--- config.mk ---
export PLATFORM = sky130hd
export DESIGN_NAME = k_nearest_point_selector
export DESIGN_NICKNAME = d
export VERILOG_FILES = /design/src/hdl/knps_pkg.sv /design/src/hdl/knps_ctrl.sv /design/src/hdl/knps_dp.sv /design/src/hdl/k_nearest_point_selector.sv
export SDC_FILE = /design/constraint.sdc
export NUM_CORES = 2
export LEC_CHECK = 0
export BUFFER_PORTS_ARGS = -buffer_cell sky130_fd_sc_hd__buf_2
export CORE_UTILIZATION = 41
export DETAILED_ROUTE_END_ITERATION = 6
export SKIP_CTS_REPAIR_TIMING = 1
export SLEW_MARGIN = 20
export SYNTH_ARGS = -nofsm -noshare
export SYNTH_HDL_FRONTEND = slang
export SYNTH_HIERARCHICAL = 1
export SYNTH_SLANG_ARGS = --single-unit
export TNS_END_PERCENT = 30
--- constraint.sdc ---
create_clock -name clk -period 17.3 [get_ports clk]
set_input_delay 1.73 -clock clk [delete_from_list [all_inputs] [get_ports clk]]
set_output_delay 1.73 -clock clk [all_outputs]
set_load 0.05 [all_outputs]
--- src/hdl/knps_pkg.sv ---
// ----------------------------------------------------------------------------
// knps_pkg
// Types and constants shared by the nearest-point selector modules.
// ----------------------------------------------------------------------------
package knps_pkg;

    localparam int ID_W   = 16;
    localparam int POS_W  = 20;
    localparam int DIFF_W = 21;
    localparam int SQ_W   = 41;
    localparam int DIST_W = 44;
    localparam int AGE_W  = 32;
    localparam int MC_W   = 5;
    localparam int ADDR_W = 4;
    localparam int DATA_W = 32;

    localparam logic [MC_W-1:0] MAX_COUNT_RST = 5'd4;

    typedef enum logic [1:0] {
        REG_MAX_COUNT,
        REG_ORIGIN_X,
        REG_ORIGIN_Y,
        REG_ORIGIN_Z
    } reg_idx_t;

    typedef enum logic [3:0] {
        S_IDLE,
        S_SQ,
        S_DECIDE,
        S_SCAN,
        S_WRITE,
        S_CHECK,
        S_ESCAN,
        S_EOUT,
        S_ROUT,
        S_CLEAR
    } state_t;

    typedef struct packed {
        logic load;
        logic sq_step;
        logic decide;
        logic scan_init;
        logic scan_step;
        logic scan_write;
        logic sel_out;
        logic raw_out;
        logic clear_query;
    } cmd_t;

    typedef struct packed {
        logic sq_last;
        logic raw_put;
        logic item_ok;
        logic scan_last;
        logic is_last;
        logic kk_zero;
        logic raw_mode;
        logic any_valid;
        logic one_left;
        logic raw_last;
    } status_t;

endpackage

--- src/hdl/knps_ctrl.sv ---
// ----------------------------------------------------------------------------
// knps_ctrl
// Sequencer: distance, slot scan, replacement and result emission.
// ----------------------------------------------------------------------------
module knps_ctrl
(
    input  logic             clk,
    input  logic             rst_n,
    input  logic             start,
    input  knps_pkg::status_t status,
    output knps_pkg::cmd_t   cmd,
    output logic             busy
);
    import knps_pkg::*;

    state_t state_reg;
    state_t state_next;

    always_ff @(posedge clk or negedge rst_n)
    begin
        if (!rst_n)
        begin
            state_reg <= S_IDLE;
        end
        else
        begin
            state_reg <= state_next;
        end
    end

    always_comb
    begin
        state_next = state_reg;
        unique case (state_reg)
            S_IDLE:
            begin
                if (start)
                begin
                    state_next = S_SQ;
                end
            end
            S_SQ:
            begin
                if (status.sq_last)
                begin
                    state_next = S_DECIDE;
                end
            end
            S_DECIDE:
            begin
                if (!status.raw_put && status.item_ok)
                begin
                    state_next = S_SCAN;
                end
                else
                begin
                    state_next = S_CHECK;
                end
            end
            S_SCAN:
            begin
                if (status.scan_last)
                begin
                    state_next = S_WRITE;
                end
            end
            S_WRITE:
            begin
                state_next = S_CHECK;
            end
            S_CHECK:
            begin
                if (!status.is_last)
                begin
                    state_next = S_IDLE;
                end
                else if (status.kk_zero)
                begin
                    state_next = S_CLEAR;
                end
                else if (status.raw_mode)
                begin
                    state_next = S_ROUT;
                end
                else if (status.any_valid)
                begin
                    state_next = S_ESCAN;
                end
                else
                begin
                    state_next = S_CLEAR;
                end
            end
            S_ESCAN:
            begin
                if (status.scan_last)
                begin
                    state_next = S_EOUT;
                end
            end
            S_EOUT:
            begin
                if (status.one_left)
                begin
                    state_next = S_CLEAR;
                end
                else
                begin
                    state_next = S_ESCAN;
                end
            end
            S_ROUT:
            begin
                if (status.raw_last)
                begin
                    state_next = S_CLEAR;
                end
            end
            S_CLEAR:
            begin
                state_next = S_IDLE;
            end
            default:
            begin
                state_next = S_IDLE;
            end
        endcase
    end

    always_comb
    begin
        cmd = '0;
        unique case (state_reg)
            S_IDLE:   cmd.load        = start;
            S_SQ:     cmd.sq_step     = 1'b1;
            S_DECIDE:
            begin
                cmd.decide    = 1'b1;
                cmd.scan_init = 1'b1;
            end
            S_SCAN:   cmd.scan_step   = 1'b1;
            S_WRITE:  cmd.scan_write  = 1'b1;
            S_CHECK:  cmd.scan_init   = 1'b1;
            S_ESCAN:  cmd.scan_step   = 1'b1;
            S_EOUT:
            begin
                cmd.sel_out   = 1'b1;
                cmd.scan_init = 1'b1;
            end
            S_ROUT:   cmd.raw_out     = 1'b1;
            S_CLEAR:  cmd.clear_query = 1'b1;
            default:  cmd = '0;
        endcase
    end

    assign busy = (state_reg != S_IDLE);

    a_start_goes_sq: assert property (@(posedge clk) disable iff (!rst_n)
        (start && !busy) |=> (state_reg == S_SQ))
        else $error("accepted word did not enter the distance step");

    a_scan_ends_write: assert property (@(posedge clk) disable iff (!rst_n)
        (state_reg == S_SCAN && status.scan_last) |=> (state_reg == S_WRITE))
        else $error("slot scan did not end in a write decision");

    a_clear_to_idle: assert property (@(posedge clk) disable iff (!rst_n)
        (state_reg == S_CLEAR) |=> (state_reg == S_IDLE))
        else $error("query clear did not return to idle");

endmodule

--- src/hdl/knps_dp.sv ---
// ----------------------------------------------------------------------------
// knps_dp
// Datapath: squared distance, slot store, farthest-slot search and outputs.
// ----------------------------------------------------------------------------
module knps_dp
#(
    parameter int K_MAX = 16
)
(
    input  logic                                 clk,
    input  logic                                 rst_n,
    input  knps_pkg::cmd_t                       cmd,
    output knps_pkg::status_t                    status,
    input  logic [knps_pkg::ID_W-1:0]            target_id,
    input  logic signed [knps_pkg::POS_W-1:0]    pos_x,
    input  logic signed [knps_pkg::POS_W-1:0]    pos_y,
    input  logic signed [knps_pkg::POS_W-1:0]    pos_z,
    input  logic                                 is_valid,
    input  logic                                 last_in,
    input  logic [knps_pkg::MC_W-1:0]            max_count,
    input  logic signed [knps_pkg::POS_W-1:0]    origin_x,
    input  logic signed [knps_pkg::POS_W-1:0]    origin_y,
    input  logic signed [knps_pkg::POS_W-1:0]    origin_z,
    output logic                                 result_strobe,
    output logic [knps_pkg::ID_W-1:0]            chosen_id,
    output logic                                 last_out
);
    import knps_pkg::*;

    localparam int IW = (K_MAX > 1) ? $clog2(K_MAX) : 1;
    localparam int CW = $clog2(K_MAX + 1);

    // item word
    logic [ID_W-1:0]         id_reg;
    logic signed [POS_W-1:0] px_reg, py_reg, pz_reg;
    logic                    ok_reg;
    logic                    last_reg;
    logic [AGE_W-1:0]        age_reg;

    // distance
    logic [1:0]                sq_cnt_reg;
    logic signed [POS_W-1:0]   sel_p, sel_o;
    logic signed [DIFF_W-1:0]  diff;
    logic signed [2*DIFF_W-1:0] sq_full;
    logic [SQ_W-1:0]           prod_reg;
    logic [DIST_W-1:0]         acc_reg;

    // slot store
    logic [ID_W-1:0]   slot_id_mem   [K_MAX];
    logic [DIST_W-1:0] slot_dist_mem [K_MAX];
    logic [AGE_W-1:0]  slot_age_mem  [K_MAX];
    logic [K_MAX-1:0]  valid_reg, valid_next;
    logic [K_MAX-1:0]  itok_reg, itok_next;
    logic              raw_mode_reg;
    logic [AGE_W-1:0]  items_seen_reg;

    // scan
    logic [IW-1:0]     idx_reg;
    logic [CW-1:0]     used_reg;
    logic              free_found_reg;
    logic [IW-1:0]     free_idx_reg;
    logic              far_found_reg;
    logic [IW-1:0]     far_idx_reg;
    logic [DIST_W-1:0] far_dist_reg;
    logic [AGE_W-1:0]  far_age_reg;
    logic [ID_W-1:0]   far_id_reg;

    logic [ID_W-1:0]   rd_id;
    logic [DIST_W-1:0] rd_dist;
    logic [AGE_W-1:0]  rd_age;
    logic              rd_valid;
    logic              is_farther;

    logic [CW-1:0]     kk;
    logic [CW-1:0]     vcount;
    logic              raw_wr, sc_free, sc_far, wr_en, wr_ok;
    logic [IW-1:0]     wr_idx;

    logic              strobe_reg;
    logic [ID_W-1:0]   chosen_reg;
    logic              last_out_reg;

    assign kk = ({{(32-MC_W){1'b0}}, max_count} > 32'(K_MAX)) ? CW'(K_MAX) : CW'(max_count);

    always_comb
    begin
        case (sq_cnt_reg)
            2'd0:
            begin
                sel_p = px_reg;
                sel_o = origin_x;
            end
            2'd1:
            begin
                sel_p = py_reg;
                sel_o = origin_y;
            end
            default:
            begin
                sel_p = pz_reg;
                sel_o = origin_z;
            end
        endcase
    end

    assign diff    = {sel_p[POS_W-1], sel_p} - {sel_o[POS_W-1], sel_o};
    assign sq_full = diff * diff;

    assign rd_id    = slot_id_mem[idx_reg];
    assign rd_dist  = slot_dist_mem[idx_reg];
    assign rd_age   = slot_age_mem[idx_reg];
    assign rd_valid = valid_reg[idx_reg];

    // later arrival counts as farther on equal distance
    assign is_farther = (rd_dist > far_dist_reg) ||
                        ((rd_dist == far_dist_reg) && (rd_age > far_age_reg));

    always_comb
    begin
        vcount = '0;
        for (int i = 0; i < K_MAX; i++)
        begin
            vcount = vcount + CW'(valid_reg[i]);
        end
    end

    assign status.sq_last   = (sq_cnt_reg == 2'd3);
    assign status.raw_put   = raw_mode_reg && (items_seen_reg < AGE_W'(kk));
    assign status.item_ok   = ok_reg;
    assign status.scan_last = (idx_reg == IW'(K_MAX - 1));
    assign status.is_last   = last_reg;
    assign status.kk_zero   = (kk == '0);
    assign status.raw_mode  = raw_mode_reg;
    assign status.any_valid = |valid_reg;
    assign status.one_left  = (vcount == CW'(1));
    assign status.raw_last  = (AGE_W'(idx_reg) == (items_seen_reg - AGE_W'(1)));

    assign raw_wr  = cmd.decide && status.raw_put;
    assign sc_free = (used_reg < kk) && free_found_reg;
    assign sc_far  = far_found_reg && (acc_reg < far_dist_reg);
    assign wr_en   = raw_wr || (cmd.scan_write && (sc_free || sc_far));
    assign wr_ok   = raw_wr ? ok_reg : 1'b1;
    assign wr_idx  = raw_wr ? items_seen_reg[IW-1:0] : (sc_free ? free_idx_reg : far_idx_reg);

    always_comb
    begin
        valid_next = valid_reg;
        itok_next  = itok_reg;
        if (cmd.clear_query)
        begin
            valid_next = '0;
            itok_next  = '0;
        end
        else
        begin
            // leaving arrival order: drop stored invalid words
            if (cmd.decide && !status.raw_put && raw_mode_reg)
            begin
                valid_next = valid_reg & itok_reg;
            end
            if (wr_en)
            begin
                valid_next[wr_idx] = 1'b1;
                itok_next[wr_idx]  = wr_ok;
            end
            if (cmd.sel_out)
            begin
                valid_next[far_idx_reg] = 1'b0;
            end
        end
    end

    always_ff @(posedge clk or negedge rst_n)
    begin
        if (!rst_n)
        begin
            valid_reg      <= '0;
            itok_reg       <= '0;
            raw_mode_reg   <= 1'b1;
            items_seen_reg <= '0;
            ok_reg         <= 1'b0;
            last_reg       <= 1'b0;
            sq_cnt_reg     <= '0;
            idx_reg        <= '0;
            used_reg       <= '0;
            free_found_reg <= 1'b0;
            far_found_reg  <= 1'b0;
            strobe_reg     <= 1'b0;
        end
        else
        begin
            valid_reg  <= valid_next;
            itok_reg   <= itok_next;
            strobe_reg <= cmd.sel_out || cmd.raw_out;
            if (cmd.load)
            begin
                ok_reg     <= is_valid;
                last_reg   <= last_in;
                sq_cnt_reg <= '0;
            end
            if (cmd.sq_step)
            begin
                sq_cnt_reg <= sq_cnt_reg + 2'd1;
            end
            if (cmd.clear_query)
            begin
                raw_mode_reg   <= 1'b1;
                items_seen_reg <= '0;
            end
            else if (cmd.decide)
            begin
                items_seen_reg <= items_seen_reg + AGE_W'(1);
                if (!status.raw_put)
                begin
                    raw_mode_reg <= 1'b0;
                end
            end
            if (cmd.scan_init)
            begin
                idx_reg        <= '0;
                used_reg       <= '0;
                free_found_reg <= 1'b0;
                far_found_reg  <= 1'b0;
            end
            else if (cmd.scan_step)
            begin
                idx_reg <= idx_reg + IW'(1);
                if (rd_valid)
                begin
                    used_reg <= used_reg + CW'(1);
                    if (!far_found_reg || is_farther)
                    begin
                        far_found_reg <= 1'b1;
                    end
                end
                else if (!free_found_reg)
                begin
                    free_found_reg <= 1'b1;
                end
            end
            else if (cmd.raw_out)
            begin
                idx_reg <= idx_reg + IW'(1);
            end
        end
    end

    // payload registers
    always_ff @(posedge clk)
    begin
        if (cmd.load)
        begin
            id_reg  <= target_id;
            px_reg  <= pos_x;
            py_reg  <= pos_y;
            pz_reg  <= pos_z;
            age_reg <= items_seen_reg;
            acc_reg <= '0;
        end
        else if (cmd.sq_step && (sq_cnt_reg != 2'd0))
        begin
            acc_reg <= acc_reg + DIST_W'(prod_reg);
        end
        if (cmd.sq_step)
        begin
            prod_reg <= sq_full[SQ_W-1:0];
        end
        if (cmd.scan_step)
        begin
            if (rd_valid)
            begin
                if (!far_found_reg || is_farther)
                begin
                    far_idx_reg  <= idx_reg;
                    far_dist_reg <= rd_dist;
                    far_age_reg  <= rd_age;
                    far_id_reg   <= rd_id;
                end
            end
            else if (!free_found_reg)
            begin
                free_idx_reg <= idx_reg;
            end
        end
        if (cmd.sel_out)
        begin
            chosen_reg   <= far_id_reg;
            last_out_reg <= status.one_left;
        end
        else if (cmd.raw_out)
        begin
            chosen_reg   <= rd_id;
            last_out_reg <= status.raw_last;
        end
    end

    always_ff @(posedge clk)
    begin
        if (wr_en)
        begin
            slot_id_mem[wr_idx]   <= id_reg;
            slot_dist_mem[wr_idx] <= acc_reg;
            slot_age_mem[wr_idx]  <= age_reg;
        end
    end

    assign result_strobe = strobe_reg;
    assign chosen_id     = chosen_reg;
    assign last_out      = last_out_reg;

    a_raw_contiguous: assert property (@(posedge clk) disable iff (!rst_n)
        raw_mode_reg |-> (AGE_W'(vcount) == items_seen_reg))
        else $error("arrival-order slots out of step with word count");

    a_clear_restores: assert property (@(posedge clk) disable iff (!rst_n)
        cmd.clear_query |=> (raw_mode_reg && (items_seen_reg == '0) && (valid_reg == '0)))
        else $error("query clear left state behind");

    a_last_alone: assert property (@(posedge clk) disable iff (!rst_n)
        (result_strobe && last_out) |=> !result_strobe)
        else $error("result word after final result");

endmodule

--- src/hdl/k_nearest_point_selector.sv ---
// ----------------------------------------------------------------------------
// k_nearest_point_selector
// Keeps the nearest valid targets to a programmable origin; APB config.
// ----------------------------------------------------------------------------
// A non-final word keeps busy high through distance, decide and check, and
//   also through a full slot scan when a valid word seeks a replacement.
// A new word is taken only once busy falls, paced by the single squarer and
//   the one-slot-per-cycle scan. Final word: arrival-order results one per
//   cycle (every word, invalid too); selected results after a full scan each.
// Results are one-cycle strobes; the receiver cannot stall. Async active-low
//   reset clears control state and loads max_count 4, origin 0.
module k_nearest_point_selector
#(
    parameter int K_MAX = 16
)
(
    input  logic                                 clk,
    input  logic                                 rst_n,
    input  logic                                 start,
    output logic                                 busy,
    input  logic [knps_pkg::ID_W-1:0]            target_id,
    input  logic signed [knps_pkg::POS_W-1:0]    pos_x,
    input  logic signed [knps_pkg::POS_W-1:0]    pos_y,
    input  logic signed [knps_pkg::POS_W-1:0]    pos_z,
    input  logic                                 is_valid,
    input  logic                                 last_in,
    output logic                                 result_strobe,
    output logic [knps_pkg::ID_W-1:0]            chosen_id,
    output logic                                 last_out,
    input  logic                                 psel,
    input  logic                                 penable,
    input  logic                                 pwrite,
    input  logic [knps_pkg::ADDR_W-1:0]          paddr,
    input  logic [knps_pkg::DATA_W-1:0]          pwdata,
    output logic [knps_pkg::DATA_W-1:0]          prdata,
    output logic                                 pready
);
    import knps_pkg::*;

    logic [MC_W-1:0]         max_count_reg;
    logic signed [POS_W-1:0] origin_x_reg, origin_y_reg, origin_z_reg;
    logic                    wr_stb;
    reg_idx_t                reg_sel;
    cmd_t                    cmd;
    status_t                 status;

    assign pready  = 1'b1;
    assign wr_stb  = psel && penable && pwrite && pready;
    assign reg_sel = reg_idx_t'(paddr[3:2]);

    always_ff @(posedge clk or negedge rst_n)
    begin
        if (!rst_n)
        begin
            max_count_reg <= MAX_COUNT_RST;
            origin_x_reg  <= '0;
            origin_y_reg  <= '0;
            origin_z_reg  <= '0;
        end
        else if (wr_stb)
        begin
            unique case (reg_sel)
                REG_MAX_COUNT: max_count_reg <= pwdata[MC_W-1:0];
                REG_ORIGIN_X:  origin_x_reg  <= pwdata[POS_W-1:0];
                REG_ORIGIN_Y:  origin_y_reg  <= pwdata[POS_W-1:0];
                REG_ORIGIN_Z:  origin_z_reg  <= pwdata[POS_W-1:0];
                default:       max_count_reg <= max_count_reg;
            endcase
        end
    end

    always_comb
    begin
        unique case (reg_sel)
            REG_MAX_COUNT: prdata = {{(DATA_W-MC_W){1'b0}}, max_count_reg};
            REG_ORIGIN_X:  prdata = {{(DATA_W-POS_W){origin_x_reg[POS_W-1]}}, origin_x_reg};
            REG_ORIGIN_Y:  prdata = {{(DATA_W-POS_W){origin_y_reg[POS_W-1]}}, origin_y_reg};
            REG_ORIGIN_Z:  prdata = {{(DATA_W-POS_W){origin_z_reg[POS_W-1]}}, origin_z_reg};
            default:       prdata = '0;
        endcase
    end

    knps_ctrl u_ctrl
    (
        .clk    (clk),
        .rst_n  (rst_n),
        .start  (start),
        .status (status),
        .cmd    (cmd),
        .busy   (busy)
    );

    knps_dp #(.K_MAX(K_MAX)) u_dp
    (
        .clk           (clk),
        .rst_n         (rst_n),
        .cmd           (cmd),
        .status        (status),
        .target_id     (target_id),
        .pos_x         (pos_x),
        .pos_y         (pos_y),
        .pos_z         (pos_z),
        .is_valid      (is_valid),
        .last_in       (last_in),
        .max_count     (max_count_reg),
        .origin_x      (origin_x_reg),
        .origin_y      (origin_y_reg),
        .origin_z      (origin_z_reg),
        .result_strobe (result_strobe),
        .chosen_id     (chosen_id),
        .last_out      (last_out)
    );

    a_result_while_busy: assert property (@(posedge clk) disable iff (!rst_n)
        result_strobe |-> busy)
        else $error("result word while idle");

endmodule
== Yosys cells after proc, flatten, opt, wreduce, memory -nomap -nowiden ==
Memory sizes are Yosys's and may differ from the RTL's.
Cells that the tools add are included.

* RAM bits: 1,472
* Word-level logic and storage cells: 217
* Memories kept: 3
* Register bits after elaboration: 460

{| class="wikitable"
|+ Memories
! name !! words !! bits a word !! read ports !! clocked after memory_dff !! wr ports !! RTL line !! source
|-
| u_dp.slot_dist_mem || 16 || 44 || 1 || 0 || 1 || knps_dp.sv:50 || <nowiki>logic [DIST_W-1:0] slot_dist_mem [K_MAX];</nowiki>
|-
| u_dp.slot_age_mem || 16 || 32 || 1 || 0 || 1 || knps_dp.sv:51 || <nowiki>logic [AGE_W-1:0] slot_age_mem [K_MAX];</nowiki>
|-
| u_dp.slot_id_mem || 16 || 16 || 1 || 0 || 1 || knps_dp.sv:49 || <nowiki>logic [ID_W-1:0] slot_id_mem [K_MAX];</nowiki>
|}

* Add/sub/neg operators: 22
* Mux-type cells: 69
* $mul: 1
* Reduce and logical (&&, ||, !) cells: 49
* Bitwise operators: 6
* Eq/ne operators: 25
* Order comparisons: 11

{| class="wikitable"
|+ Operators by type and width
! operator !! number
|-
| $mux W16 || 10
|-
| $pmux W32 S4 || 1
|-
| $pmux W20 S2 || 2
|-
| $add A5 B1 Y5 || 14
|-
| $mux W32 || 2
|-
| $mux W4 || 15
|-
| $add A44 B41 Y44 || 1
|-
| $eq A44 B44 Y1 || 1
|-
| $gt A44 B44 Y1 || 1
|-
| $lt A44 B44 Y1 || 1
|-
| $mul A21 B21 Y41 || 1
|-
| $pmux W4 S9 || 1
|-
| $add A32 B1 Y32 const B || 1
|-
| $and A16 B16 Y16 || 2
|-
| $eq A4 B32 Y1 || 1
|-
| $gt A32 B32 Y1 || 1
|-
| $lt A32 B5 Y1 || 1
|-
| $sub A32 B1 Y32 const B || 1
|-
| $mux W1 || 27
|-
| $sub A20 B20 Y21 || 1
|-
| $mux W5 || 4
|-
| $bwmux W16 || 1
|-
| $eq A4 B3 Y1 const B || 4
|-
| $not A16 Y16 || 1
|-
| 36 further kinds || 88
|}

== Logic depth before layout (Yosys ltp) ==
* Depth after elaboration: 18
* Gate-level depth with buffers: 44
* Mapped depth without buffers: 41

== Cells and area by module ==
Netlist, hierarchy kept.

{| class="wikitable"
|+ By module, submodules not included
! module !! seq. area each (um^2) !! cells an instance !! times used !! area an instance (um^2)
|-
| knps_dp || 55,069.1 || 5,547 || 1 || 90,808.3
|-
| k_nearest_point_selector || 1,627.8 || 198 || 1 || 3,175.5
|-
| knps_ctrl || 100.1 || 62 || 1 || 495.5
|}

== Worst setup path after synthesis ==
OpenSTA, ideal clock, no wires.

* Path type: reg-to-reg
* From: register u_dp.idx_reg[0]
* To: register u_dp.far_age_reg[0] (enable)
* Cell stages (with the launch flop): 17
* Slack: 7.749 ns
* Data arrival time: 8.946 ns
* Setup time: 0.604 ns
* Cell sequence: dfrtp_1 buf_2 buf_2 buf_2 buf_1 mux4_2 mux4_2 ha_1 nand4_1 or4_1 nor4_1 nor4bb_1 o211ai_1 a2111oi_0 o221ai_1 nand2_1 a41oi_1

* Longest elaborated chain between the ends: 6

{| class="wikitable"
|+ RTL lines
! element !! RTL line !! source
|-
| from (decl) || knps_dp.sv:58 || <nowiki>logic [IW-1:0] idx_reg;</nowiki>
|-
| from (signal assigned) || knps_dp.sv:227 || <nowiki>idx_reg <= idx_reg + IW'(1);</nowiki>
|-
| from (signal assigned) || knps_dp.sv:243 || <nowiki>idx_reg <= idx_reg + IW'(1);</nowiki>
|-
| $mem_v2 Z16 W44 (*) || -- ||
|-
| named net u_dp.rd_dist[27] || knps_dp.sv:69 || <nowiki>logic [DIST_W-1:0] rd_dist;</nowiki>
|-
| branches (longest 2 deep; another with $gt A44 B44 Y1) || -- ||
|-
| $logic_or A1 B1 Y1 (*) || knps_dp.sv:115 || <nowiki>assign is_farther = (rd_dist > far_dist_reg) ||</nowiki>
|-
| $logic_or A1 B1 Y1 (*) || knps_dp.sv:272 || <nowiki>if (!far_found_reg || is_farther)</nowiki>
|-
| $reduce_and A3 Y1 (no source line) (*) || -- ||
|-
| to (signal assigned) || knps_dp.sv:276 || <nowiki>far_age_reg <= rd_age;</nowiki>
|-
| to (decl) || knps_dp.sv:65 || <nowiki>logic [AGE_W-1:0] far_age_reg;</nowiki>
|}

Mark *: on every way through the listed nets, which the timed path passes. The select of a mux whose other input is x is not followed.
A chain may end at the register's enable or synchronous reset.

== Final worst setup path ==
* From: register u_dp.sq_cnt_reg[0]
* To: register u_dp.prod_reg[39] (data pin)

* Longest elaborated chain between the ends: 4

{| class="wikitable"
|+ RTL lines
! element !! RTL line !! source
|-
| from (decl) || knps_dp.sv:41 || <nowiki>logic [1:0] sq_cnt_reg;</nowiki>
|-
| from (signal assigned) || knps_dp.sv:203 || <nowiki>sq_cnt_reg <= sq_cnt_reg + 2'd1;</nowiki>
|-
| $eq A2 B1 Y1 / $logic_not A2 Y1 (equally long branches) || knps_dp.sv:87 || <nowiki>case (sq_cnt_reg)</nowiki>
|-
| $pmux W20 S2 || knps_dp.sv:87 ||
|-
| $sub A20 B20 Y21 (*) || knps_dp.sv:106 || <nowiki>assign diff = {sel_p[POS_W-1], sel_p} - {sel_o[POS_W-1], sel_o};</nowiki>
|-
| $mul A21 B21 Y41 (*) || knps_dp.sv:107 || <nowiki>assign sq_full = diff * diff;</nowiki>
|-
| named net u_dp.sq_full[39] || knps_dp.sv:44 || <nowiki>logic signed [2*DIFF_W-1:0] sq_full;</nowiki>
|-
| to (signal assigned) || knps_dp.sv:266 || <nowiki>prod_reg <= sq_full[SQ_W-1:0];</nowiki>
|-
| to (decl) || knps_dp.sv:45 || <nowiki>logic [SQ_W-1:0] prod_reg;</nowiki>
|}

The timed path passes the listed nets; every way through them passes the cells marked *.

==> out/qor.csv <==
stage;metric;value;unit
critical_path;worst_setup_path_end_kind;flip-flop;
routing;wl_per_cell;24.4;microns
synth;post_synth_num_cell_types;110;
floorplan;die-area;232000;sq um
clock_tree;numClockSinks;1931;
global_routing;antenna_found_initial;16;
routing;detail_route.drc_violations;0;
critical_path;cpPeakStageDelay;0.85;ns
sta;max_slew_margin;0.283;
synth;synthMuxAreaShare;0.128;
floorplan;floorplan_core_area;228000;sq um
synth;syn_area_per_cell;16.3;sq um
critical_path;crit_fanout;43;
synth;synth_compound_area_frac;0.0433;
critical_path;r2r_cells;40;
layout;final_net_count;6857;
routing;routed-via-count;50800;
clock_tree;clock_latency;0.86;ns
run;timing.max_cap.violations;0;
synth;synth_area_in_xor_xnor;0.0130;
floorplan;die_w;482;microns
sta;setup_repair_after_global_routing_missed_its_margin;false;
critical_path;timing.critical_path.required;17.88;ns
layout;largestRegisters;u_dp/slot_dist_mem (704), u_dp/slot_age_mem (512), u_dp/slot_id_mem (256);
floorplan;floorplan.die.height;482;microns
critical_path;setup.worst_path.start_class;flip-flop;
sta;setup_viol_count_final;0;
critical_path;crit-reg2reg-launch;u_dp/sq_cnt_reg[0];
sta;final.min_clock_period;12.32;ns
routing;postRouteWirelength;224;mm
layout;final.fill_count;19700;
sta;final.hold.worst_slack;0.516;ns
sta;tns;0;ns
floorplan;floorplan.initialDensity;0.414;
sta;fin_skew;0.0870;ns
synth;synth.net_count;6664;
critical_path;worst_path_dominant_cell_family;adder cells;
clock_tree;clock_tree_from_tritoncts;done;
synth;yosysWarningCount;6;
floorplan;placement_rows;175;
critical_path;worst_r2r_endpoint;u_dp/prod_reg[39];
critical_path;critical_path_depth;40;
critical_path;setup.worst_path.end;u_dp/prod_reg[39];
critical_path;crit_start;u_dp/sq_cnt_reg[0];
synth;synth_sequential_area_ratio;0.601;
synth;commonest_register_cell_after_synthesis;edfxtp_1;
clock_tree;root_cell_of_the_clock_tree;clkbuf_16;
global_routing;globalRoute.totalOverflow;0;
outcome;status;completed;
floorplan;top_level_ports;172;
routing;drt-pass1-iter-count;5;
critical_path;arrival;12.89;ns
routing;count_of_nets_left_with_antenna_violations_after_detail_routing;0;
place;dp_hpwl;135;mm
routing;drt-initial-drc-count;4433;
sta;report.final.hold_viol_count;0;
worst_hold_path;min_path_type;reg -> reg;
global_routing;grt_pass1_wl;338;mm
synth;number_of_synthesized_flops_with_an_enable_pin;1737;
critical_path;timing.reg2reg.setup_slack;4.98;ns
sta;finalMaxSlewViolations;0;
routing;post_detailed_route_via_to_cell_ratio;5.54;
global_routing;grt_max_degree;86;
critical_path;cp_slowest_cell;a41oi_1;
sta;tightest_slew;1.08;ns
layout;biggest_register;u_dp/slot_dist_mem;
synth;postSynthCellCount;5807;
place;placement.io_buffers;156;
layout;layout_stage_area_growth_over_the_synthesis_result;11.2;%
critical_path;critPathBufInv;11;
synth;postSynth.asyncResetShare;0.0777;
synth;synth-seq-cells;1931;
global_routing;number_of_global_route_vias_before_repair;53000;
clock_tree;clk_pin_slew_worst_paths;0.06;ns
clock_tree;h_tree_level_count;4;
global_routing;track_usage;0.195;
clock_tree;cts_inserted_buffers;193;
place;finalWeightedCongestion;0.858;
synth;syn_area;94500;sq um
layout;layout-drive-gt1-share;0.191;
synth;post_synth_and_or_nand_nor_area_fraction;0.0460;
sta;max_freq;81.2;MHz
sta;period_share;0.712;
critical_path;timing_worst_setup_path_type;reg -> reg;
synth;synth_top_family_by_area;adder cells;
synth;synth_fa_ha_area_frac;0.131;
clock_tree;max-clock-path-buffers;3;
layout;largest_register_ffs;704;
how the worst min path moves through the flow:
| stage | from | endpoint | slack (ns) | cells past startpoint |
|---|---|---|---|---|
| 4_1_cts | u_dp/items_seen_reg[31] | u_dp/age_reg[31] | 0.52 | 0 |
| 3_3_place_gp | origin_x_reg[1] | origin_x_reg[1] | 0.49 | 1 |
| 5_1_grt | u_dp/items_seen_reg[31] | u_dp/age_reg[31] | 0.52 | 0 |
| 2_1_floorplan | u_dp/items_seen_reg[20] | u_dp/age_reg[20] | 0.42 | 0 |
| 6_report | u_dp/items_seen_reg[6] | u_dp/age_reg[6] | 0.52 | 0 |
| 3_5_place_dp | u_dp/items_seen_reg[31] | u_dp/age_reg[31] | 0.49 | 0 |
logic make-up after synthesis:
kind of cell,after synthesis
adders and majority gates,737
DFF,1931
other,1
xor gates and xnor gates,138
and+or+nand+nor,905
muxes,600
AOI/OAI and AO/OA,611
buffers and inverters,884
per-stage QoR:
stage                util  cells  worst slack (ns)  area, sq um
floorplan               -   5807              7.75        94500
global placement    0.433   8812              5.06        98700
detailed placement  0.433   8812              5.00        98700
CTS                 0.460   9174              4.91       105000
global route        0.461   9176              4.24       105000
finish              0.461   9177              4.98       105000
routing by layer:
| layer | GRT usage | vias to the layer above | part of all wire |
|---|---|---|---|
| met5 | 0 | - | 0.00055 |
| met4 | 0.0432 | 20 | 0.017 |
| met3 | 0.0302 | 265 | 0.059 |
| met2 | 0.317 | 1433 | 0.48 |
| met1 | 0.277 | 27000 | 0.44 |
| li1 | - | 22100 | - |
Yosys cell counts, drive strengths merged, types with 24 or more instances:
master	n	area [sq um]
edfxtp	1737	52200
inv	642	2410
mux4	470	10600
fa	419	8390
nand2	330	1240
ha	318	3980
nor2	239	900
a21oi	182	926
dfrtp	148	3700
clkbuf	142	534
o21ai	110	551
mux2	105	1270
buf	99	594
a21o	85	638
xnor2	75	664
xor2	63	559
nand3	60	310
nand4	48	315
dfxtp	44	881
nor3	38	221
a22o	35	307
nand2b	35	219
and3	25	161
mux2i	25	250
nor2b	25	156
and2	24	150
cells in the final DEF, fill, tap and decap left out, drive strengths merged, types with 35 or more instances in the layout:
master     n
edfxtp  1737
inv      650
mux4     470
fa       419
nand2    330
ha       318
clkbuf   246
nor2     239
buf      239
a21oi    182
dfrtp    148
o21ai    110
mux2     105
a21o      85
clkinv    82
xnor2     75
xor2      63
nand3     60
nand4     48
dfxtp     44
nor3      38
a22o      35
nand2b    35
cell type report:
| cell class | instances | area (sq um) | share of cell area |
|---|---|---|---|
| Clock buffer | 246 | 5120 | 0.0487 |
| Antenna cell | 1 | 2.50 | 0.0000238 |
| Inverter | 643 | 2490 | 0.0237 |
| Sequential cell | 1931 | 56800 | 0.541 |
| Timing Repair Buffer | 239 | 1460 | 0.0138 |
| Clock inverter | 116 | 1230 | 0.0117 |
| Tap cell | 3009 | 3760 | 0.0358 |
| Multi-Input combinational cell | 2992 | 34200 | 0.326 |
Power is left out: the tool's default activity adds up to more than one toggle a clock period on the data nets, which glitch-free logic cannot reach.
